**src/rtl/sdmn_pkg.sv**
```systemverilog
package sdmn_pkg;

    localparam int unsigned W_DATA = 32;
    localparam int unsigned W_SHIFT = 6;
    localparam int unsigned W_ASIGN = 2;
    localparam int unsigned W_POW = 6;
    localparam int unsigned W_CNT = 5;

    localparam logic [W_DATA-1:0] TWO31 = 32'h8000_0000;
    localparam logic [W_POW-1:0] P_START = 6'd31;
    localparam logic [W_POW-1:0] P_LIMIT = 6'd63;
    localparam logic [W_POW-1:0] P_BIAS = 6'd32;
    localparam logic [W_CNT-1:0] CNT_LAST = 5'd31;

    localparam logic [W_SHIFT-1:0] SHIFT_UNIT = 6'h3F;
    localparam logic [W_ASIGN-1:0] ASIGN_NONE = 2'b00;
    localparam logic [W_ASIGN-1:0] ASIGN_ADD = 2'b01;
    localparam logic [W_ASIGN-1:0] ASIGN_SUB = 2'b11;

    typedef enum logic [3:0] {
        ST_IDLE,
        ST_MOD,
        ST_ANC,
        ST_DIV1,
        ST_DIV2,
        ST_REF1,
        ST_REF2,
        ST_TEST,
        ST_FIN
    } t_state;

endpackage

```
**src/rtl/sdmn_step.sv**
```systemverilog
module sdmn_step
    import sdmn_pkg::*;
(
    input  logic [W_DATA-1:0] i_rem,
    input  logic [W_DATA-1:0] i_quo,
    input  logic [W_DATA-1:0] i_den,
    input  logic              i_bit,
    output logic [W_DATA-1:0] o_rem,
    output logic [W_DATA-1:0] o_quo
);

    logic [W_DATA:0]   rem_sh;
    logic [W_DATA-1:0] rem_sub;
    logic              ge;

    // one restoring step: shift in a bit, subtract if it fits
    assign rem_sh  = {i_rem, i_bit};
    assign ge      = rem_sh >= {1'b0, i_den};
    assign rem_sub = rem_sh[W_DATA-1:0] - i_den;
    assign o_rem   = ge ? rem_sub : rem_sh[W_DATA-1:0];
    assign o_quo   = {i_quo[W_DATA-2:0], ge};

endmodule

```
**src/rtl/signed_div_magic_number.sv**
```systemverilog
// signed division magic-number generator, 32 bit
//
// slave channel: one beat carries a signed 32-bit divisor; master channel:
// one beat carries the magic multiplier, the post-shift and the add/subtract
// correction that turn a signed divide into multiply-high, add and shift
//
// the divisions run through one shift-compare-subtract step unit under a
// small sequencer: t mod |d|, anc, 2^31 / anc, 2^31 / |d|, then refinement
// iterations of two steps and a delta test each, then the final step; the
// refinement loop runs 1 to 32 iterations; divisors +1 and -1 skip the search
// and go straight to the final step
// one divisor is in work at a time; o_s_tready is high only while idle
//
// the result sits in an output register; the sequencer goes back to idle
// as soon as the result is loaded, so a new divisor is taken while the
// previous result still waits; if the receiver stalls with a result held,
// the next result waits in the final step until the register frees up
//
// reset (synchronous, active low) empties the output register and returns
// the sequencer to idle; the datapath registers are not cleared
module signed_div_magic_number
    import sdmn_pkg::*;
(
    input  logic        i_clk,
    input  logic        i_rst_n,
    input  logic        i_s_tvalid,
    output logic        o_s_tready,
    input  logic [31:0] i_s_tdata,   // [31:0] divisor
    output logic        o_m_tvalid,
    input  logic        i_m_tready,
    output logic [39:0] o_m_tdata    // [31:0] multiplier, [37:32] shift, [39:38] add_sign
);

    t_state r_state, n_state;

    logic [W_DATA-1:0] r_mag, n_mag;
    logic [W_DATA-1:0] r_anc, n_anc;
    logic [W_DATA-1:0] r_q1, n_q1;
    logic [W_DATA-1:0] r_r1, n_r1;
    logic [W_DATA-1:0] r_q2, n_q2;
    logic [W_DATA-1:0] r_r2, n_r2;
    logic [W_POW-1:0]  r_p, n_p;
    logic [W_CNT-1:0]  r_cnt, n_cnt;
    logic              r_neg, n_neg;
    logic              r_zero, n_zero;
    logic              r_unit, n_unit;

    logic              r_out_valid, n_out_valid;
    logic [39:0]       r_out_data, n_out_data;

    // shared step unit operands
    logic [W_DATA-1:0] u_rem, u_quo, u_den, u_rem_n, u_quo_n;
    logic              u_bit;

    logic              in_beat;
    logic              out_free;
    logic              cnt_done;
    logic              keep_going;
    logic [W_DATA-1:0] delta;
    logic [W_DATA-1:0] anc_raw;
    logic [W_DATA-1:0] mul_pos;
    logic [W_DATA-1:0] mul;
    logic [W_ASIGN-1:0] asg;
    logic [W_SHIFT-1:0] sft;

    assign o_s_tready = (r_state == ST_IDLE);
    assign in_beat    = i_s_tvalid & o_s_tready;
    assign out_free   = ~r_out_valid | i_m_tready;
    assign cnt_done   = (r_cnt == CNT_LAST);
    assign o_m_tvalid = r_out_valid;
    assign o_m_tdata  = r_out_data;

    sdmn_step u_step (
        .i_rem (u_rem),
        .i_quo (u_quo),
        .i_den (u_den),
        .i_bit (u_bit),
        .o_rem (u_rem_n),
        .o_quo (u_quo_n)
    );

    // delta test of the refinement loop
    assign delta      = r_mag - r_r2;
    assign keep_going = (r_q1 < delta) || ((r_q1 == delta) && (r_r1 == '0));

    // anc = t - 1 - t mod |d|, t - 1 = 2^31 - 1 + sign
    assign anc_raw = 32'h7FFF_FFFF + {31'd0, r_neg} - r_r1;

    // final result
    assign mul_pos = r_q2 + 32'd1;
    assign mul     = r_neg ? (32'd0 - mul_pos) : mul_pos;
    assign sft     = r_p - P_BIAS;

    always_comb begin
        if (!r_neg && !r_zero && mul[31]) begin
            asg = ASIGN_ADD;
        end else if (r_neg && (mul != '0) && !mul[31]) begin
            asg = ASIGN_SUB;
        end else begin
            asg = ASIGN_NONE;
        end
    end

    // next state
    always_comb begin
        n_state = r_state;
        case (r_state)
            ST_IDLE: begin
                if (in_beat) begin
                    if ((i_s_tdata == 32'd1) || (i_s_tdata == 32'hFFFF_FFFF)) begin
                        n_state = ST_FIN;
                    end else begin
                        n_state = ST_MOD;
                    end
                end
            end
            ST_MOD:  if (cnt_done) n_state = ST_ANC;
            ST_ANC:  n_state = ST_DIV1;
            ST_DIV1: if (cnt_done) n_state = ST_DIV2;
            ST_DIV2: if (cnt_done) n_state = ST_REF1;
            ST_REF1: n_state = ST_REF2;
            ST_REF2: n_state = ST_TEST;
            ST_TEST: begin
                if (!keep_going || (r_p >= P_LIMIT)) begin
                    n_state = ST_FIN;
                end else begin
                    n_state = ST_REF1;
                end
            end
            ST_FIN:  if (out_free) n_state = ST_IDLE;
            default: n_state = ST_IDLE;
        endcase
    end

    // datapath and outputs
    always_comb begin
        n_mag       = r_mag;
        n_anc       = r_anc;
        n_q1        = r_q1;
        n_r1        = r_r1;
        n_q2        = r_q2;
        n_r2        = r_r2;
        n_p         = r_p;
        n_cnt       = r_cnt;
        n_neg       = r_neg;
        n_zero      = r_zero;
        n_unit      = r_unit;
        n_out_valid = r_out_valid & ~i_m_tready;
        n_out_data  = r_out_data;

        u_rem = r_r1;
        u_quo = r_q1;
        u_den = r_anc;
        u_bit = 1'b0;

        case (r_state)
            ST_IDLE: begin
                if (in_beat) begin
                    n_neg  = i_s_tdata[31];
                    n_zero = (i_s_tdata == '0);
                    n_unit = (i_s_tdata == 32'd1) || (i_s_tdata == 32'hFFFF_FFFF);
                    if (i_s_tdata == '0) begin
                        n_mag = 32'd1;
                    end else if (i_s_tdata[31]) begin
                        n_mag = 32'd0 - i_s_tdata;
                    end else begin
                        n_mag = i_s_tdata;
                    end
                    // dividend t = 2^31 + sign bit
                    n_q1  = TWO31 | {31'd0, i_s_tdata[31]};
                    n_r1  = '0;
                    n_cnt = '0;
                end
            end
            ST_MOD: begin
                u_rem = r_r1;
                u_quo = r_q1;
                u_den = r_mag;
                u_bit = r_q1[31];
                n_r1  = u_rem_n;
                n_q1  = u_quo_n;
                n_cnt = r_cnt + 5'd1;
            end
            ST_ANC: begin
                n_anc = (anc_raw == '0) ? 32'd1 : anc_raw;
                n_q1  = TWO31;
                n_r1  = '0;
                n_q2  = TWO31;
                n_r2  = '0;
                n_p   = P_START;
                n_cnt = '0;
            end
            ST_DIV1: begin
                u_rem = r_r1;
                u_quo = r_q1;
                u_den = r_anc;
                u_bit = r_q1[31];
                n_r1  = u_rem_n;
                n_q1  = u_quo_n;
                n_cnt = r_cnt + 5'd1;
            end
            ST_DIV2: begin
                u_rem = r_r2;
                u_quo = r_q2;
                u_den = r_mag;
                u_bit = r_q2[31];
                n_r2  = u_rem_n;
                n_q2  = u_quo_n;
                n_cnt = r_cnt + 5'd1;
            end
            ST_REF1: begin
                u_rem = r_r1;
                u_quo = r_q1;
                u_den = r_anc;
                n_r1  = u_rem_n;
                n_q1  = u_quo_n;
                n_p   = r_p + 6'd1;
            end
            ST_REF2: begin
                u_rem = r_r2;
                u_quo = r_q2;
                u_den = r_mag;
                n_r2  = u_rem_n;
                n_q2  = u_quo_n;
            end
            ST_TEST: begin
            end
            ST_FIN: begin
                if (out_free) begin
                    n_out_valid = 1'b1;
                    if (r_unit) begin
                        n_out_data = {(r_neg ? ASIGN_SUB : ASIGN_ADD), SHIFT_UNIT, 32'd0};
                    end else begin
                        n_out_data = {asg, sft, mul};
                    end
                end
            end
            default: begin
            end
        endcase
    end

    always_ff @(posedge i_clk) begin
        if (!i_rst_n) begin
            r_state     <= ST_IDLE;
            r_out_valid <= 1'b0;
        end else begin
            r_state     <= n_state;
            r_out_valid <= n_out_valid;
        end
    end

    always_ff @(posedge i_clk) begin
        r_mag      <= n_mag;
        r_anc      <= n_anc;
        r_q1       <= n_q1;
        r_r1       <= n_r1;
        r_q2       <= n_q2;
        r_r2       <= n_r2;
        r_p        <= n_p;
        r_cnt      <= n_cnt;
        r_neg      <= n_neg;
        r_zero     <= n_zero;
        r_unit     <= n_unit;
        r_out_data <= n_out_data;
    end

endmodule

```
**config.mk**
```make
export PLATFORM = sky130hd
export DESIGN_NAME = signed_div_magic_number
export DESIGN_NICKNAME = d
export VERILOG_FILES = /design/src/rtl/sdmn_pkg.sv /design/src/rtl/sdmn_step.sv /design/src/rtl/signed_div_magic_number.sv
export SDC_FILE = /design/constraint.sdc
export NUM_CORES = 1
export LEC_CHECK = 0
export BUFFER_PORTS_ARGS = -buffer_cell sky130_fd_sc_hd__clkbuf_2
export CELL_PAD_IN_SITES_DETAIL_PLACEMENT = 0
export CELL_PAD_IN_SITES_GLOBAL_PLACEMENT = 2
export CORE_AREA = 2 2 215 217
export CTS_CLUSTER_SIZE = 24
export DETAILED_ROUTE_END_ITERATION = 6
export DIE_AREA = 0 0 217 219
export HOLD_SLACK_MARGIN = 0.08
export PLACE_DENSITY = 0.87
export SLEW_MARGIN = 10
export SYNTH_ARGS = -nofsm -noshare
export SYNTH_HDL_FRONTEND = slang
export SYNTH_HIERARCHICAL = 1
export SYNTH_SLANG_ARGS = --single-unit
```
**constraint.sdc**
```tcl
create_clock -name i_clk -period 5.88 [get_ports i_clk]
set_clock_uncertainty 0.2 [all_clocks]
set_input_delay 0 -clock i_clk [delete_from_list [all_inputs] [get_ports i_clk]]
set_output_delay 0 -clock i_clk [all_outputs]
set_load 0.01 [all_outputs]
```
# Word level (Yosys, flattened, before mapping)

Cells that the tools add are included.
W data, S select, Z words.

$add $sub $neg: 10
Multiply operators: 0
Divide/modulo/power cells: 0
$lt $le $gt $ge: 3
Equality and inequality tests: 17
Shift-type cells: 0
Muxes and demuxes: 30
Bitwise logic cells: 6
Reduce and logical (&&, ||, !) cells: 32

Operator list:

| cell                    | number |
|---|---|
| $mux W32                | 6 |
| $pmux W32 S3            | 2 |
| $pmux W32 S2            | 2 |
| $logic_not A32 Y1       | 3 |
| $sub A32 B32 Y32        | 3 |
| $sub A1 B32 Y32 const A | 2 |
| $mux W31                | 2 |
| $mux W40                | 1 |
| $pmux W4 S9             | 1 |
| $ge A33 B32 Y1          | 1 |
| $add A31 B1 Y32 const A | 1 |
| $add A32 B1 Y32 const B | 1 |
| $eq A32 B1 Y1 const B   | 1 |
| $eq A32 B32 Y1          | 1 |
| $eq A32 B32 Y1 const B  | 1 |
| $lt A32 B32 Y1          | 1 |
| $reduce_bool A32 Y1     | 1 |
| $mux W4                 | 7 |
| $eq A4 B3 Y1 const B    | 4 |
| $pmux W5 S3             | 1 |
| $pmux W6 S2             | 1 |
| $reduce_or A3 Y1        | 3 |
| $eq A4 B2 Y1 const B    | 2 |
| $ne A2 B2 Y1 const B    | 4 |
| other kinds (24)        | 46 |

Bits in registers: 251
Latch bits: 0
RAM bits: 0
Bits in read-only memories: 0
Input port bits: 36
Output and inout port bits: 42
Word-level logic and storage cells: 114
Memories: 0

# Depth between registers and ports, before layout

Depth in word-level cells: 9
Depth in mapped cells: 23
Mapped depth without buffers: 23

# By module

Netlist, hierarchy kept.

By module, submodules not included:

| module                  | instances | cells each | area an instance (um2) | sequential area each (um2) |
|---|---|---|---|---|
| signed_div_magic_number | 1         | 1524       | 16180.5                | 7487.2 |
| sdmn_step               | 1         | 355        | 2571.2                 | 0.0 |

# Worst setup path before layout

OpenSTA, ideal clock, no wires.

Kind: reg2reg
Start: reg r_state[1]
End: reg r_q1[0], enable pin
Data arrival time: 3.878 ns
Required time: 5.187 ns
Slack: 1.309 ns
Cell stages (with the launch flop): 6
Path buffers: 2
Period minus slack after synthesis: 4.571 ns
Cell sequence: dfxtp_1 clkbuf_1 clkbuf_1 nor2_1 o22ai_1 nor2b_1

Cells in the longest elaborated chain, start to end: 4
Elaborated cells on any way between the ends: 10

Ends and longest elaborated chain:

| item                                                                | RTL line                       | RTL |
|---|---|---|
| start: declaration                                                  | signed_div_magic_number.sv:34  | `t_state r_state, n_state;` |
| start signal: assignment                                            | signed_div_magic_number.sv:248 | `r_state <= n_state;` |
| $eq A4 B2 Y1 (tied with other cells)                                | signed_div_magic_number.sv:156 | `case (r_state)` |
| $reduce_or A3 Y1 (no line) / $and A1 B1 Y1 (equally long branches)  | --                             |  |
| $reduce_bool A3 Y1 (no line) / $ne A2 B1 Y1 (equally long branches) | --                             |  |
| $reduce_and A2 Y1 (no line) *                                       | --                             |  |
| end signal: assignment                                              | signed_div_magic_number.sv:256 | `r_q1 <= n_q1;` |
| end: declaration                                                    | signed_div_magic_number.sv:38  | `logic [W_DATA-1:0] r_q1, n_q1;` |

Mark *: on every way between the ends. The rest lies on a longest branch, timed or not.
A chain may end at the register's enable or synchronous reset.

# Final worst setup path

Start: reg r_mag[0]
End: reg r_state[2]

Cells in the longest elaborated chain, start to end: 8
Elaborated cells on any way between the ends: 9

Ends and longest elaborated chain:

| item                                                                   | RTL line                       | RTL |
|---|---|---|
| start: declaration                                                     | signed_div_magic_number.sv:36  | `logic [W_DATA-1:0] r_mag, n_mag;` |
| start signal: assignment                                               | signed_div_magic_number.sv:254 | `r_mag <= n_mag;` |
| $sub A32 B32 Y32 *                                                     | signed_div_magic_number.sv:83  | `assign delta = r_mag - r_r2;` |
| parallel branches: the longest is 2 deep, another holds $lt A32 B32 Y1 | --                             |  |
| $logic_or A1 B1 Y1 *                                                   | signed_div_magic_number.sv:84  | `assign keep_going = (r_q1 < delta) \|\| ((r_q1 == delta) && (r_r1 == '0));` |
| $logic_not A1 Y1 *                                                     | signed_div_magic_number.sv:124 | `if (!keep_going \|\| (r_p >= P_LIMIT)) begin` |
| $logic_or A1 B1 Y1 *                                                   | signed_div_magic_number.sv:124 |  |
| $mux W4 *                                                              | signed_div_magic_number.sv:124 |  |
| $pmux W4 S9 *                                                          | signed_div_magic_number.sv:107 | `case (r_state)` |

Every way passes the cells marked *.

==> results.sh <==
export IMPL_die_area_um2=47520
export IMPL_synth_area_um2=18740
export IMPL_die_x_um=217
export IMPL_critPathMaxFanout=4
export IMPL_slew_viol_final=0
export IMPL_routedWlPerCell_um=19.09
export IMPL_endpoint_kind="register"
export IMPL_r2r_setup_slack_ps=450
export IMPL_ff2ff_path_depth=22
export IMPL_worst_pin_slew_ps=1135
export IMPL_synth_nets=2020
export IMPL_final_util=0.4672
export IMPL_grt_pass1_wl_um=77500
export IMPL_numPortBuffers=77
export IMPL_wirelength_um=49150
export IMPL_period_minus_slack_ps=5432
export IMPL_ir_drop_uv=292.2
export IMPL_p_leak_nw=8.316
export IMPL_h_tree_depth=1
export IMPL_required_ps=6140
export IMPL_setup_tns_ps=0
export IMPL_rows=78
export IMPL_dp_hpwl_um=37230
export IMPL_relSlewSlack=0.2409
export IMPL_gp_congestion=0.9159
export IMPL_fmax_mhz=184.1
export IMPL_regArea_um2=7487
export IMPL_start_util=0.4156
export IMPL_finalNetCount=2093
export IMPL_final_cell_mix="246 x edfxtp_1, 123 x xnor2_1, 113 x mux2_2"
export IMPL_grt_overflow=0
export IMPL_grt_pass1_vias=14123
export IMPL_layout_drive_gt1_share=0.1596
export IMPL_drcViolationCount=0
export IMPL_hold_path_class="in2reg"
export IMPL_die_h_um=219
export IMPL_startpoint="r_mag[0]$_SDFFCE_PP1P_"
export IMPL_slowest_delay_ps=400
export IMPL_syn_inst=1878
export IMPL_clockRootBuffer="clkbuf_16"
export IMPL_viasPerCell=5.542
export IMPL_hold_worst_slack_ps=123.1
export IMPL_worstSetupStartpointType="register"
export IMPL_num_vias=14265
export IMPL_antennaDiodeCount=0
export IMPL_status="finished, final reports clean"
export IMPL_antenna_found_initial=0
export IMPL_first_pass_iters=5
export IMPL_endpoint="r_state[2]$_SDFFE_PN0P_"
export IMPL_cts_buffers_inserted=29
export IMPL_setup_viol=0
export IMPL_core_um2=45090
export IMPL_drt_iter0_markers=1112
export IMPL_rr_startpoint="r_mag[0]$_SDFFCE_PP1P_"
export IMPL_syn_area_per_cell_um2=9.979
export IMPL_io_pins=78
export IMPL_crit_arrival_ps=5690
export IMPL_grt_max_degree=68
export IMPL_clk_pin_slew_ps=60
export IMPL_final_hold_violation_count=0
export IMPL_total_power_w=0.01160
export IMPL_rsz0062_at_grt="false"
export IMPL_crit_chain="inv_1 > ha_1 > inv_1 > fa_1 > a21o_1 > a21oi_1 > o21bai_1 > a21oi_1 > o21ai_0 > a22oi_1 > a21oi_1 > xnor2_1 > ha_1 > a21o_1 > a21o_1 > a21o_1 > a21o_1 > a21o_1 > a211oi_1 > o21ai_0 > o21a_1 > a2111oi_0"
export IMPL_worst_setup_path_type="reg2reg"
export IMPL_clk_latency_ps=580
export IMPL_cap_violations=0
export IMPL_regToRegEndpoint="r_state[2]$_SDFFE_PN0P_"
export IMPL_cts_sinks=251
export IMPL_gr_usage_all_layers=0.2057
export IMPL_crit_slowest_cell="edfxtp_1"
export IMPL_worst_path_most_repeated_cell="a21o_1"
export IMPL_n_fill_cell=4284
export IMPL_min_period_over_period=0.9239
export IMPL_cts_buffer_depth=3
export IMPL_ant_nets=0
export IMPL_area_growth_pct=12.40
export IMPL_final_common_cell="edfxtp_1"
export IMPL_multi_input_area_um2=10280
export IMPL_yosysWarningCount=6
export IMPL_cts_tree="done"
export IMPL_p_per_area_nw_per_um2=550.7
stage by stage:
step | worst slack (ps) | cell area, um2 | instances
6_report | 447.6 | 21070 | 2574
5_1_grt | 176.8 | 21070 | 2574
4_1_cts | 385.2 | 21060 | 2574
3_5_place_dp | 459.4 | 19460 | 2455
3_3_place_gp | 541.5 | 19460 | 2455
2_1_floorplan | 1309 | 18740 | 1878
critical path, delay by kind of cell, from the launching register on:
kind | cells | cell delay, ps
fa+ha+maj | 3 | 860
compound gates | 16 | 3550
buf+inv | 2 | 130
xor+xnor | 1 | 170
flops | 1 | 400
metal layers:
| metal | share of wire | vias up | global-route usage | routed length [um] |
|---|---|---|---|---|
| li1 | - | 7021 | - | - |
| met1 | 0.46 | 6784 | 0.2749 | 22440 |
| met2 | 0.45 | 358 | 0.3403 | 22340 |
| met3 | 0.045 | 102 | 0.01996 | 2211 |
| met4 | 0.044 | 0 | 0.08858 | 2151 |
| met5 | 0 | - | 0 | 0 |
how the worst min path moves through the flow:
stage / start / slack [ps] / cells after the start / end
floorplan: i_s_tdata[31] / -100 / 0 / r_neg$_DFFE_PP_
global route: i_rst_n / 130 / 3 / r_state[1]$_SDFFE_PN0P_
finish: i_rst_n / 120 / 3 / r_state[1]$_SDFFE_PN0P_
global placement: i_rst_n / 130 / 3 / r_state[2]$_SDFFE_PN0P_
CTS: i_rst_n / 80 / 3 / r_state[1]$_SDFFE_PN0P_
detailed placement: i_rst_n / 130 / 3 / r_state[2]$_SDFFE_PN0P_
sequential cells by signal, summed over array words and instances, names as in the netlist, 4 cells and up:
name       cells
o_m_tdata     40
r_anc         32
r_cnt          5
r_mag         32
r_p            6
r_q1          32
r_q2          32
r_r1          32
r_r2          32
r_state        4
repair_timing:
action	4_1_cts	5_1_grt
hold buffers	65	0
endpoints found under the setup margin	0	1
endpoints found under the hold margin	75	0
gates resized for setup	0	2
buffers inserted	0	0
final cells by class:
| type | count | area share |
|---|---|---|
| clock inverters | 13 | 0.007840 |
| repair buffers | 163 | 0.05726 |
| flip-flops and latches | 251 | 0.3554 |
| inverters | 103 | 0.01835 |
| well taps | 600 | 0.03564 |
| multi-input cells | 1403 | 0.4879 |
| clock buffers | 41 | 0.03754 |
power breakdown:
part / switching [W] / internal (W)
clock: 0.000733 / 0.00111
sequential: 0.000505 / 0.00276
combinational: 0.00367 / 0.00283
total: 0.00491 / 0.00669
Power figures use the tool's default switching activity.
